[config.mk]
export PLATFORM = sky130hd
export DESIGN_NAME = npbe_queue
export DESIGN_NICKNAME = d
export VERILOG_FILES = /design/src/sv/npbe_pkg.sv /design/src/sv/npbe_queue.sv
export SDC_FILE = /design/constraint.sdc
export NUM_CORES = 1
export LEC_CHECK = 0
export ABC_AREA = 1
export BUFFER_PORTS_ARGS = -buffer_cell sky130_fd_sc_hd__buf_4
export CORE_ASPECT_RATIO = 1.4
export CORE_UTILIZATION = 30
export CTS_CLUSTER_SIZE = 40
export DETAILED_ROUTE_END_ITERATION = 10
export PLACE_DENSITY = 0.5
export SYNTH_ARGS = -nofsm -noshare
export SYNTH_HDL_FRONTEND = slang
export SYNTH_SLANG_ARGS = --single-unit
export TNS_END_PERCENT = 10
[constraint.sdc]
create_clock -name i_clk -period 15.8 [get_ports i_clk]
set_input_delay 2.37 -clock i_clk [delete_from_list [all_inputs] [get_ports i_clk]]
set_output_delay 2.37 -clock i_clk [all_outputs]
set_load 0.005 [all_outputs]
[src/sv/npbe_pkg.sv]
// Shared widths, types and register codes for the nearest-point-to-box-edges block.
// Used by every module of the block; depends on nothing else.
package npbe_pkg;

    localparam int COORD_BITS  = 13;
    localparam int NUM_CORNERS = 4;
    localparam int CORNER_W    = COORD_BITS + 1;
    // point minus corner and corner minus corner both fit this signed width
    localparam int DIFF_W      = COORD_BITS + 2;
    // twice a coordinate minus the sum of two corners
    localparam int CEN_W       = COORD_BITS + 3;
    localparam int MUL_W       = 2 * DIFF_W;
    localparam int PROD_W      = 2 * MUL_W;
    localparam int DEN_W       = 2 * COORD_BITS + 3;
    localparam int NUM_W       = 2 * DEN_W;
    localparam int ACC_W       = NUM_W + DEN_W + 1;
    localparam int CDIST_W     = 2 * CEN_W;
    localparam int QUEUE_DEPTH = 2;
    localparam int QPTR_W      = (QUEUE_DEPTH > 1) ? $clog2(QUEUE_DEPTH) : 1;
    localparam int QCNT_W      = $clog2(QUEUE_DEPTH + 1);
    localparam int CFG_IDX_W   = 3;

    localparam logic [NUM_W-1:0] BOUND_SQ = NUM_W'(64'd10000 * 64'd10000);

    typedef enum logic [CFG_IDX_W-1:0] {
        REG_C0X = 3'd0,
        REG_C0Y = 3'd1,
        REG_C1X = 3'd2,
        REG_C1Y = 3'd3,
        REG_C2X = 3'd4,
        REG_C2Y = 3'd5,
        REG_C3X = 3'd6,
        REG_C3Y = 3'd7
    } t_reg_idx;

    typedef struct packed {
        logic [NUM_CORNERS-1:0][CORNER_W-1:0] x;
        logic [NUM_CORNERS-1:0][CORNER_W-1:0] y;
    } t_corners;

    typedef struct packed {
        logic [COORD_BITS-1:0]              px;
        logic [COORD_BITS-1:0]              py;
        logic                               last;
        logic [NUM_CORNERS-1:0][DIFF_W-1:0] dx;
        logic [NUM_CORNERS-1:0][DIFF_W-1:0] dy;
    } t_item;

    typedef enum logic [4:0] {
        ST_IDLE,
        ST_L01A, ST_L01B, ST_L03A, ST_L03B,
        ST_VV0, ST_VV1, ST_T0, ST_T1, ST_CR0, ST_CR1,
        ST_Q0, ST_Q1, ST_R0, ST_R1, ST_CRSQ, ST_PICK,
        ST_CL0, ST_CL1, ST_CRR0, ST_CRR1, ST_CMP,
        ST_DA0, ST_DA1, ST_DB0, ST_DB1, ST_EMIT
    } t_step;

endpackage

[src/sv/npbe_queue.sv]
// Short queue of points with corner offsets between the front end and distance sequencer.
// Depends on npbe_pkg.
module npbe_queue import npbe_pkg::*; (
    input  logic  i_clk,
    input  logic  i_rst_n,
    input  logic  i_push,
    input  t_item i_item,
    input  logic  i_pop,
    output logic  o_full,
    output logic  o_empty,
    output t_item o_head
);

    t_item              r_mem [QUEUE_DEPTH];
    logic [QPTR_W-1:0]  r_wptr, n_wptr;
    logic [QPTR_W-1:0]  r_rptr, n_rptr;
    logic [QCNT_W-1:0]  r_count, n_count;

    assign o_full  = (r_count == QCNT_W'(QUEUE_DEPTH));
    assign o_empty = (r_count == '0);
    assign o_head  = r_mem[r_rptr];

    always_comb begin
        n_wptr  = r_wptr;
        n_rptr  = r_rptr;
        n_count = r_count;
        if (i_push) begin
            n_wptr = (r_wptr == QPTR_W'(QUEUE_DEPTH - 1)) ? '0 : r_wptr + 1'b1;
        end
        if (i_pop) begin
            n_rptr = (r_rptr == QPTR_W'(QUEUE_DEPTH - 1)) ? '0 : r_rptr + 1'b1;
        end
        if (i_push && !i_pop) begin
            n_count = r_count + 1'b1;
        end else if (!i_push && i_pop) begin
            n_count = r_count - 1'b1;
        end
    end

    always_ff @(posedge i_clk) begin
        if (!i_rst_n) begin
            r_wptr  <= '0;
            r_rptr  <= '0;
            r_count <= '0;
        end else begin
            r_wptr  <= n_wptr;
            r_rptr  <= n_rptr;
            r_count <= n_count;
        end
    end

    always_ff @(posedge i_clk) begin
        if (i_push) begin
            r_mem[r_wptr] <= i_item;
        end
    end

endmodule

==> reports/qor.yml <==
h-tree-depth: 1
netlist.area_leader.share: 0.811
grt_antenna_before_repair: 2
cts_hold_buf: 0
yosysUniqueCellTypes: 13
grt_pass1_wl_mm: 33.7
grt_overflow_total: 0
ys_top_cells_by_count: "edfxtp_1 (294), mux2_2 (147), buf_6 (15)"
synth_fp_nets: 644
path_class: "flip-flop to output pin"
synthArstFlopShare: 0
start_kind: "flip-flop"
n_antenna_cell: 0
syn_avg_cell_area_um2: 22.1
clk_pin_slew_worst_paths_ns: 0.05
crit_required_ns: 13.43
critPathMaxFanout: 62
io_pins: 300
die_w_um: 163
cpPeakStageDelay_ns: 0.77
finClkSkew_ns: 0.0107
grt_max_degree: 81
synth_flop_cell: "edfxtp_1"
register_area_um2: 8930
slew_violations: 0
synth_top_cells_by_area: "edfxtp_1 (81%), mux2_2 (15%), buf_6 (1.6%), dfxtp_1 (0.92%), nor2_1 (0.31%)"
synth-warning-count: 0
synth_edf_count: 294
cts_resized: 0
firstDrtPassIters: 6
dieArea_um2: 37100
synth_area_um2: 10900
wire_per_inst_um: 18.1
cts_buffer_depth: 3
crit_chain: "buf_4 -> mux2_2 -> buf_4"
num-fill-cells: 3318
setup_slack_ns: 10.74
clock_sinks: 299
power_density_nw_per_um2: 122
endpoint_kind: "output pin"
cts_tree: "built"
hp-class: "flip-flop to flip-flop"
routed_wirelength_mm: 23.5
portBuffers: 299
layout.nets: 965
synthCells: 492
preCtsSetupSlack_ns: 11.16
insertion_delay_ns: 0.56
rows: 82
area_growth_pct: 33.2
ys_seq_area_frac: 0.820
p_leak_nw: 5.35
irDropWorstVdd_v: 0.0000722
drive_above_1_share: 0.589
synth-seq-cells: 299
drtIter0Drc: 271
cp_slowest_cell: "buf_4"
track_usage: 0.122
numCtsBuffers: 30
path_common_cell: "buf_4"
power_mw: 1.76
holdWs_ns: 0.507
vias: 5644
cts_setup_buffers: 0
viasPerCell: 4.35
final.min_clock_period_ns: 5.06
dpl.hpwl_mm: 15.2
post-route-period-util: 0.320
root_buffer: "clkbuf_16"
drcViolationCount: 0
status: "finished clean"
initial_core_util: 0.304
yosys.area.top_type: "edfxtp_1"
rsz0062_at_grt: "no"
timing.fmax_mhz: 197
dpl.cell_count: 1243
hold_violations: 0
maxCapViolCount: 0
setup_viol: 0
chipHeight_um: 227
multi_input_area_um2: 1760
layout.cells.non_filler: 1298
tightestPinTransition_ns: 1.01
worstHoldStart: "r_rptr"
synth.most_common_cell: "edfxtp_1"
first_global_vias: 5911
max-slew-margin-rel: 0.330
ant_nets: 0
gp_congestion: 0.687
cp_data_arrival_time_ns: 2.69
rr_startpoint: "r_wptr"
core_area_um2: 35800
setup_tns_ns: 0
## cells in the final DEF, fill, tap and decap left out
cell	instances
a21oi_1	1
buf_4	305
bufinv_16	1
clkbuf_1	7
clkbuf_16	31
clkinv_1	11
clkinv_2	4
clkinv_4	1
dfxtp_1	4
dfxtp_4	1
edfxtp_1	294
ha_1	1
inv_1	7
inv_6	1
mux2_2	147
nand2_1	8
nand3_1	1
nand4_1	1
nor2_1	8
nor2_4	1
o21ai_0	1
## per-layer routing
metal	global-route usage	vias up	wire, µm
li1	-	2581	-
met1	0.126	2821	8310
met2	0.231	194	12900
met3	0.0372	44	1690
met4	0.0434	4	615
met5	0	-	26
## per-stage QoR
step	area, µm²	utilization
detailed placement	13600	0.380
global placement	13600	0.380
global route	14500	0.405
finish	14500	0.405
floorplan	10900	-
CTS	14500	0.405
## final cells by class
class                      instances  area share
sequential                       299       0.616
timing repair buffer             305       0.158
multi-input combinational        169       0.121
clock buffer                      38      0.0553
tap                              462      0.0399
clock inverter                    17     0.00690
inverter                           8     0.00242
## flip-flops by register name, indices dropped and copies added (netlist names), named ones only
| name | flops |
|---|---|
| r_wptr | 1 |
| r_count | 2 |
| r_rptr | 1 |
| r_mem | 294 |
## power by group
part	switching, mW	total (mW)	internal (mW)
combinational	0.0738	0.172	0.0982
sequential	0.0113	0.930	0.919
clock	0.287	0.659	0.372
total	0.373	1.76	1.39
## kinds of logic (layout without fill, tap and decap cells)
| group | count (synthesis) | count (layout) | synth area share |
|---|---|---|---|
| AND/OR/NAND/NOR | 19 | 19 | 0.00690 |
| adder cells (fa/ha/maj) | 1 | 1 | 0.00115 |
| buffers and inverters | 24 | 368 | 0.0187 |
| flip-flops | 299 | 299 | 0.820 |
| AO/OA/AOI/OAI | 2 | 2 | 0.000919 |
| multiplexers | 147 | 147 | 0.152 |
## critical path, delay by kind of cell, from the launching register on
kind | cells | cell delay (ns)
buffers and inverters | 2 | 0.92
DFF | 1 | 0.73
muxes | 1 | 0.41
## final timing paths
path                                      end  slack, ns  depth (start not counted)
worst min-delay path                   r_rptr       0.51                          2
worst min register to register         r_rptr       0.51                          2
worst max register to register  r_mem[1][105]      13.30                          3
worst max-delay path              o_head[146]      10.74                          3
Note: power is estimated with default switching activity, not from simulation.
