==> src/sv/npbe_pkg.sv <==
// Shared widths, types and register codes for the nearest-point-to-box-edges block.
// Used by every module of the block; depends on nothing else.
package npbe_pkg;

    localparam int COORD_BITS  = 13;
    localparam int NUM_CORNERS = 4;
    localparam int CORNER_W    = COORD_BITS + 1;
    // point minus corner and corner minus corner both fit this signed width
    localparam int DIFF_W      = COORD_BITS + 2;
    // twice a coordinate minus the sum of two corners
    localparam int CEN_W       = COORD_BITS + 3;
    localparam int MUL_W       = 2 * DIFF_W;
    localparam int PROD_W      = 2 * MUL_W;
    localparam int DEN_W       = 2 * COORD_BITS + 3;
    localparam int NUM_W       = 2 * DEN_W;
    localparam int ACC_W       = NUM_W + DEN_W + 1;
    localparam int CDIST_W     = 2 * CEN_W;
    localparam int QUEUE_DEPTH = 2;
    localparam int QPTR_W      = (QUEUE_DEPTH > 1) ? $clog2(QUEUE_DEPTH) : 1;
    localparam int QCNT_W      = $clog2(QUEUE_DEPTH + 1);
    localparam int CFG_IDX_W   = 3;

    localparam logic [NUM_W-1:0] BOUND_SQ = NUM_W'(64'd10000 * 64'd10000);

    typedef enum logic [CFG_IDX_W-1:0] {
        REG_C0X = 3'd0,
        REG_C0Y = 3'd1,
        REG_C1X = 3'd2,
        REG_C1Y = 3'd3,
        REG_C2X = 3'd4,
        REG_C2Y = 3'd5,
        REG_C3X = 3'd6,
        REG_C3Y = 3'd7
    } t_reg_idx;

    typedef struct packed {
        logic [NUM_CORNERS-1:0][CORNER_W-1:0] x;
        logic [NUM_CORNERS-1:0][CORNER_W-1:0] y;
    } t_corners;

    typedef struct packed {
        logic [COORD_BITS-1:0]              px;
        logic [COORD_BITS-1:0]              py;
        logic                               last;
        logic [NUM_CORNERS-1:0][DIFF_W-1:0] dx;
        logic [NUM_CORNERS-1:0][DIFF_W-1:0] dy;
    } t_item;

    typedef enum logic [4:0] {
        ST_IDLE,
        ST_L01A, ST_L01B, ST_L03A, ST_L03B,
        ST_VV0, ST_VV1, ST_T0, ST_T1, ST_CR0, ST_CR1,
        ST_Q0, ST_Q1, ST_R0, ST_R1, ST_CRSQ, ST_PICK,
        ST_CL0, ST_CL1, ST_CRR0, ST_CRR1, ST_CMP,
        ST_DA0, ST_DA1, ST_DB0, ST_DB1, ST_EMIT
    } t_step;

endpackage

==> src/sv/npbe_front.sv <==
// Front end: takes input transfers and turns each point into its offsets from the four corners.
// Depends on npbe_pkg; feeds npbe_queue.
module npbe_front import npbe_pkg::*; (
    input  logic                  i_valid,
    input  logic                  i_queue_full,
    input  logic [COORD_BITS-1:0] i_point_x,
    input  logic [COORD_BITS-1:0] i_point_y,
    input  logic                  i_last_point,
    input  t_corners              i_corners,
    output logic                  o_stall,
    output logic                  o_push,
    output t_item                 o_item
);

    assign o_stall = i_queue_full;
    assign o_push  = i_valid && !i_queue_full;

    always_comb begin
        o_item.px   = i_point_x;
        o_item.py   = i_point_y;
        o_item.last = i_last_point;
        for (int k = 0; k < NUM_CORNERS; k++) begin
            // Modular subtraction gives the exact two's complement offset.
            o_item.dx[k] = {2'b00, i_point_x}
                         - {i_corners.x[k][CORNER_W-1], i_corners.x[k]};
            o_item.dy[k] = {2'b00, i_point_y}
                         - {i_corners.y[k][CORNER_W-1], i_corners.y[k]};
        end
    end

endmodule

==> config.mk <==
export PLATFORM = sky130hd
export DESIGN_NAME = npbe_front
export DESIGN_NICKNAME = d
export VERILOG_FILES = /design/src/sv/npbe_pkg.sv /design/src/sv/npbe_front.sv
export SDC_FILE = /design/constraint.sdc
export NUM_CORES = 1
export LEC_CHECK = 0
export BUFFER_PORTS_ARGS = -buffer_cell sky130_fd_sc_hd__buf_2
export CORE_ASPECT_RATIO = 1.25
export CORE_MARGIN = 3
export CORE_UTILIZATION = 33
export DETAILED_ROUTE_END_ITERATION = 6
export RECOVER_POWER = 50
export SYNTH_ARGS = -nofsm -noshare
export SYNTH_HDL_FRONTEND = slang
export SYNTH_SLANG_ARGS = --single-unit
==> constraint.sdc <==
create_clock -name vclk -period 5
set_input_delay 1 -clock vclk [all_inputs]
set_output_delay 1 -clock vclk [all_outputs]
set_load 0.05 [all_outputs]
==> reports/metrics.yaml, run 1 <==
fp.dieH_um: 152
grt_max_degree: 11
start_kind: "input pin"
regArea_um2: 0
fin_crit_ns: 4.38
postSynthCellCount: 825
grt_overflow: 0
initialDrtViolationCount: 304
worstSetupPathType: "in2out"
p_leak_nw: 3.82
period_share_pct: 87.6
nNetsFinal: 1331
die_area_um2: 18700
postCtsSetupBuffers: 0
peakVddDrop_mv: 0.149
core_area_um2: 16500
post_cts_resized: 0
worstPathArrival_ns: 3.38
maxSlewHeadroom_pct: 52.4
finalMaxSlewViolations: 0
track_usage_pct: 19.1
worst-slew-pin-transition_ns: 0.707
syn_area_um2: 5650
dp_hpwl_mm: 17.6
syn-num-nets: 1078
timing.fmax_mhz: 228
layout_setup_ws_ns: 0.621
wire_per_inst_um: 15.2
detail_route.first_pass.iterations: 5
grt_pass1_wl_mm: 29.7
port-buffer-count: 288
path_max_fanout: 6
endpoint_kind: "primary output"
stdcell_count: 1292
routed_wl_mm: 19.7
holdBufCountCts: 0
dp_cells: 1292
viasPerCell: 5.11
drc: 0
grt_antenna_before_repair: 3
die_w_um: 123
rows: 52
hold_path.class: "in2out"
yosysSeqAreaShare_pct: 0
rsz0062_at_grt: "false"
outcome: "complete, no violations"
clkbuf_count: 0
grt_pass1_vias: 6232
yosys_warnings: 0
syn2layout_area_growth_pct: 24.4
io_pins: 290
synth_area_per_cell_um2: 6.85
crit_required_ns: 4.00
yosysUniqueCellTypes: 66
finalPower_w: 0.00168
numSequentialCells: 0
dp_slack_ns: 0.610
num_vias: 6601
ant_nets: 0
initial_utilization_pct: 34.3
setup_viol: 0
hold_viol_final: 0
maxCapViolCount: 0
pwr_density_cell_nw_per_um2: 239
diodes: 0
gp_congestion: 0.887
tns_ns: 0
final_layout_size_suffix_gt1_share_pct: 21.5
## report_power, final
| group | switching (W) | internal, W | leakage (nW) |
|---|---|---|---|
| Clock | 0 | 0 | 0 |
| Sequential | 0 | 0 | 0 |
| Combinational | 0.00123 | 0.000452 | 3.82 |
## through the flow
stage | hold slack, ns | util (%) | instance area [um2]
2_1_floorplan | 2.11 | - | 5650
3_3_place_gp | 2.00 | 43.2 | 7120
3_5_place_dp | 2.00 | 43.2 | 7120
4_1_cts | 2.00 | 43.2 | 7120
5_1_grt | 2.00 | 42.7 | 7030
6_report | 2.00 | 42.7 | 7030
## routing by layer
layer | vias to the layer above | track usage [%] | wire [um]
met5 | - | 0 | 40
li1 | 3391 | - | -
met1 | 2939 | 20.3 | 7400
met3 | 32 | 3.60 | 1600
met4 | 6 | 4.12 | 504
met2 | 233 | 37.8 | 10100
## cells in the final DEF (no fill, tap or decap), types with 3 or more instances in the layout
cell type / netlist / layout
a211o_1: 3 / 3
a211oi_1: 13 / 13
a21boi_0: 8 / 8
a21o_1: 22 / 22
a21oi_1: 61 / 61
a31oi_1: 13 / 13
a41oi_1: 3 / 3
and3_1: 8 / 8
buf_2: 0 / 215
clkbuf_1: 9 / 73
fa_1: 8 / 8
ha_1: 104 / 104
inv_1: 140 / 140
mux2i_1: 4 / 4
nand2_1: 33 / 33
nand2b_1: 13 / 13
nand3_1: 12 / 12
nand4_1: 7 / 7
nor2_1: 71 / 71
nor2b_1: 22 / 22
nor3_1: 18 / 18
nor4_1: 4 / 4
o2111ai_1: 3 / 3
o211ai_1: 7 / 7
o21a_1: 23 / 23
o21ai_0: 43 / 43
o21bai_1: 6 / 6
o221ai_1: 3 / 3
o311ai_0: 5 / 4
o31a_1: 7 / 7
o31ai_1: 6 / 6
or2_2: 3 / 3
or3_1: 6 / 6
xnor2_1: 46 / 46
xor2_1: 23 / 23
## synth_stat cells, types with 2 or more instances
cell	instances	area, um2
ha_1	104	1300
xor2_1	23	201
o21bai_1	6	45.0
a21oi_1	61	305
a2111oi_0	2	17.5
a21boi_0	8	60.1
o31a_1	7	61.3
or4_1	2	15.0
o21ai_1	2	10.0
nor3b_1	2	15.0
a221o_1	2	20.0
nand3_1	12	60.1
o41ai_2	2	32.5
o21a_1	23	173
nor3_1	18	90.1
o311ai_0	5	43.8
o221ai_1	3	26.3
a31oi_1	13	81.3
nor4_1	4	25.0
fa_1	8	160
nor2_1	71	267
nor2b_1	22	138
o31ai_2	2	25.0
and2_1	2	12.5
nand2b_1	13	81.3
nand2_1	33	124
and3_1	8	50.1
and4_1	2	17.5
o2111ai_1	3	26.3
a21o_1	22	165
buf_4	28	210
a211oi_1	13	97.6
o31ai_1	6	45.0
xnor2_1	46	403
or3_1	6	37.5
o211ai_1	7	52.6
o21ai_0	43	215
a211o_1	3	26.3
nand4_1	7	43.8
clkbuf_1	9	33.8
inv_1	140	526
a41oi_1	3	26.3
mux2i_1	4	40.0
or2_2	3	18.8
## worst max-delay path, cell delays in order
cell and delay (ns):
buf_2 0.09, inv_1 0.07, ha_1 0.24, fa_1 0.43, nor2b_1 0.13, o21a_1 0.16, o21ai_0 0.12, a31oi_1 0.50
nor4_1 0.12, a311o_1 0.30, buf_2 0.22
## cells by family after synthesis
family	share of synthesized area, %
multiplexers	0.709
AND/OR/NAND/NOR	19.5
buffers and inverters	13.6
XOR/XNOR	10.7
AO/OA/AOI/OAI	29.6
adder cells (fa/ha/maj)	25.9
## cell type report
type	count	area (um2)
repair buffers	288	1350
multi-input cells	648	4880
fillers	1857	9430
inverters	140	526
well taps	216	270
## worst paths after layout
kind | depth (start not counted) | endpoint | from
max | 11 | o_item[57] | i_point_y[0]
min | 0 | o_item[120] | i_last_point
(Power assumes the default switching activity.)
==> inputs of run 2 (changes only) <==
PLACE_DENSITY = 0.71   (was not set)
clock period = 4.73 ns   (was 5 ns; I/O delays follow)
==> reports/metrics.yaml, run 2 (synthesized netlist as in run 1, its figures left out) <==
cp_slowest_stage_delay_ns: 0.41
worstPathArrival_ns: 3.30
n_fill_cell: 1764
timing.fmax_mhz: 236
whs_ns: 1.89
final_cell_mix: "buf_2, inv_1, ha_1"
postCtsSetupBuffers: 0
dp_hpwl_mm: 16.8
grt_antenna_before_repair: 4
setup_viol: 0
io_pins: 290
initial_utilization_pct: 34.3
switching_share_pct: 73.0
track_usage_pct: 18.5
cp_num_buf_inv: 3
path_common_cell: "buf_2"
regArea_um2: 0
rsz0062_at_grt: "false"
drc: 0
port-buffer-count: 288
hold_path.class: "in2out"
numSequentialCells: 0
p_leak_nw: 3.83
p_seq_share_pct: 0
post_cts_resized: 0
peakVddDrop_mv: 0.180
cp_slowest_cell: "fa_1"
clkbuf_count: 0
grt_pass1_wl_mm: 29.2
worst-slew-pin-transition_ns: 0.705
syn2layout_area_growth_pct: 24.8
start_kind: "input pin"
final_layout_size_suffix_gt1_share_pct: 21.6
path_delay_family: "compound AO/OA/AOI/OAI gates"
nNetsFinal: 1333
p_switching_w: 0.00130
finalMaxSlewViolations: 0
power_frac_comb_pct: 100.0
fin_crit_ns: 4.25
fp.dieH_um: 152
final_common_cell: "buf_2"
path_max_fanout: 4
p_int_w: 0.000479
holdBufCountCts: 0
routed_wl_mm: 19.0
path_cells: "buf_2, inv_1, ha_1, fa_1, nor2b_1, o21ai_0, a21boi_0, o221ai_1, o311ai_1, buf_2"
pwr_density_cell_nw_per_um2: 252
crit_required_ns: 3.78
rows: 52
maxCapViolCount: 0
ant_nets: 0
gp_congestion: 0.866
maxSlewHeadroom_pct: 52.5
die_w_um: 123
clkPwrFrac_pct: 0
dp_slack_ns: 0.493
layout_setup_ws_ns: 0.484
grt_pass1_vias: 6200
grt_max_degree: 11
wire_per_inst_um: 14.6
core_area_um2: 16500
outcome: "complete, no violations"
grt_overflow: 0
initialDrtViolationCount: 332
period_share_pct: 89.8
die_area_um2: 18700
detail_route.first_pass.iterations: 4
viasPerCell: 5.10
num_vias: 6620
hold_viol_final: 0
worstSetupPathType: "in2out"
endpoint_kind: "primary output"
run 2: cell types whose count changed in the layout (fill, tap and decap cells not counted), sizes merged:
cell and change:
buf +2, diode +3
run 2: cell type report:
| class | instances | area [um2] | share of cell area, % |
|---|---|---|---|
| Multi-Input combinational cell | 648 | 4880 | 69.2 |
| Timing Repair Buffer | 290 | 1370 | 19.4 |
| Inverter | 140 | 526 | 7.45 |
| Tap cell | 216 | 270 | 3.83 |
| Antenna cell | 3 | 7.51 | 0.106 |
run 2: power groups by stage:
| stage | clock (W) | sequential, W | combinational (W) |
|---|---|---|---|
| after detailed placement | 0 | 0 | 0.00179 |
| after global routing | 0.0000000000566 | 0 | 0.00190 |
| after CTS | 0 | 0 | 0.00180 |
| final | 0.0000000000850 | 0 | 0.00177 |
| after floorplan | 0 | 0 | 0.00139 |
| after global placement | 0 | 0 | 0.00178 |
run 2: worst paths after layout:
check / start / endpoint / depth (start not counted)
worst max-delay path: i_point_y[0] / o_item[12] / 10
worst min-delay path: i_last_point / o_item[120] / 0
run 2: layer usage:
| layer | routed length [um] | track usage [%] | vias to the layer above | share of wire (%) |
|---|---|---|---|---|
| met5 | 27 | 0 | - | 0.14 |
| met4 | 348 | 3.32 | 4 | 1.8 |
| met3 | 1380 | 3.12 | 26 | 7.3 |
| met2 | 9530 | 35.7 | 220 | 50 |
| met1 | 7670 | 21.1 | 2966 | 40 |
| li1 | - | - | 3404 | - |
run 2: stage by stage:
stage / util (%) / instance area [um2] / setup TNS [ns] / instances / total power [W]
finish: 42.8 / 7050 / 0 / 1297 / 0.00177
floorplan: - / 5650 / -0.0360 / 825 / 0.00139
global placement: 43.3 / 7130 / 0 / 1294 / 0.00178
detailed placement: 43.3 / 7130 / 0 / 1294 / 0.00179
CTS: 43.3 / 7130 / 0 / 1294 / 0.00180
global route: 42.8 / 7050 / 0 / 1296 / 0.00190
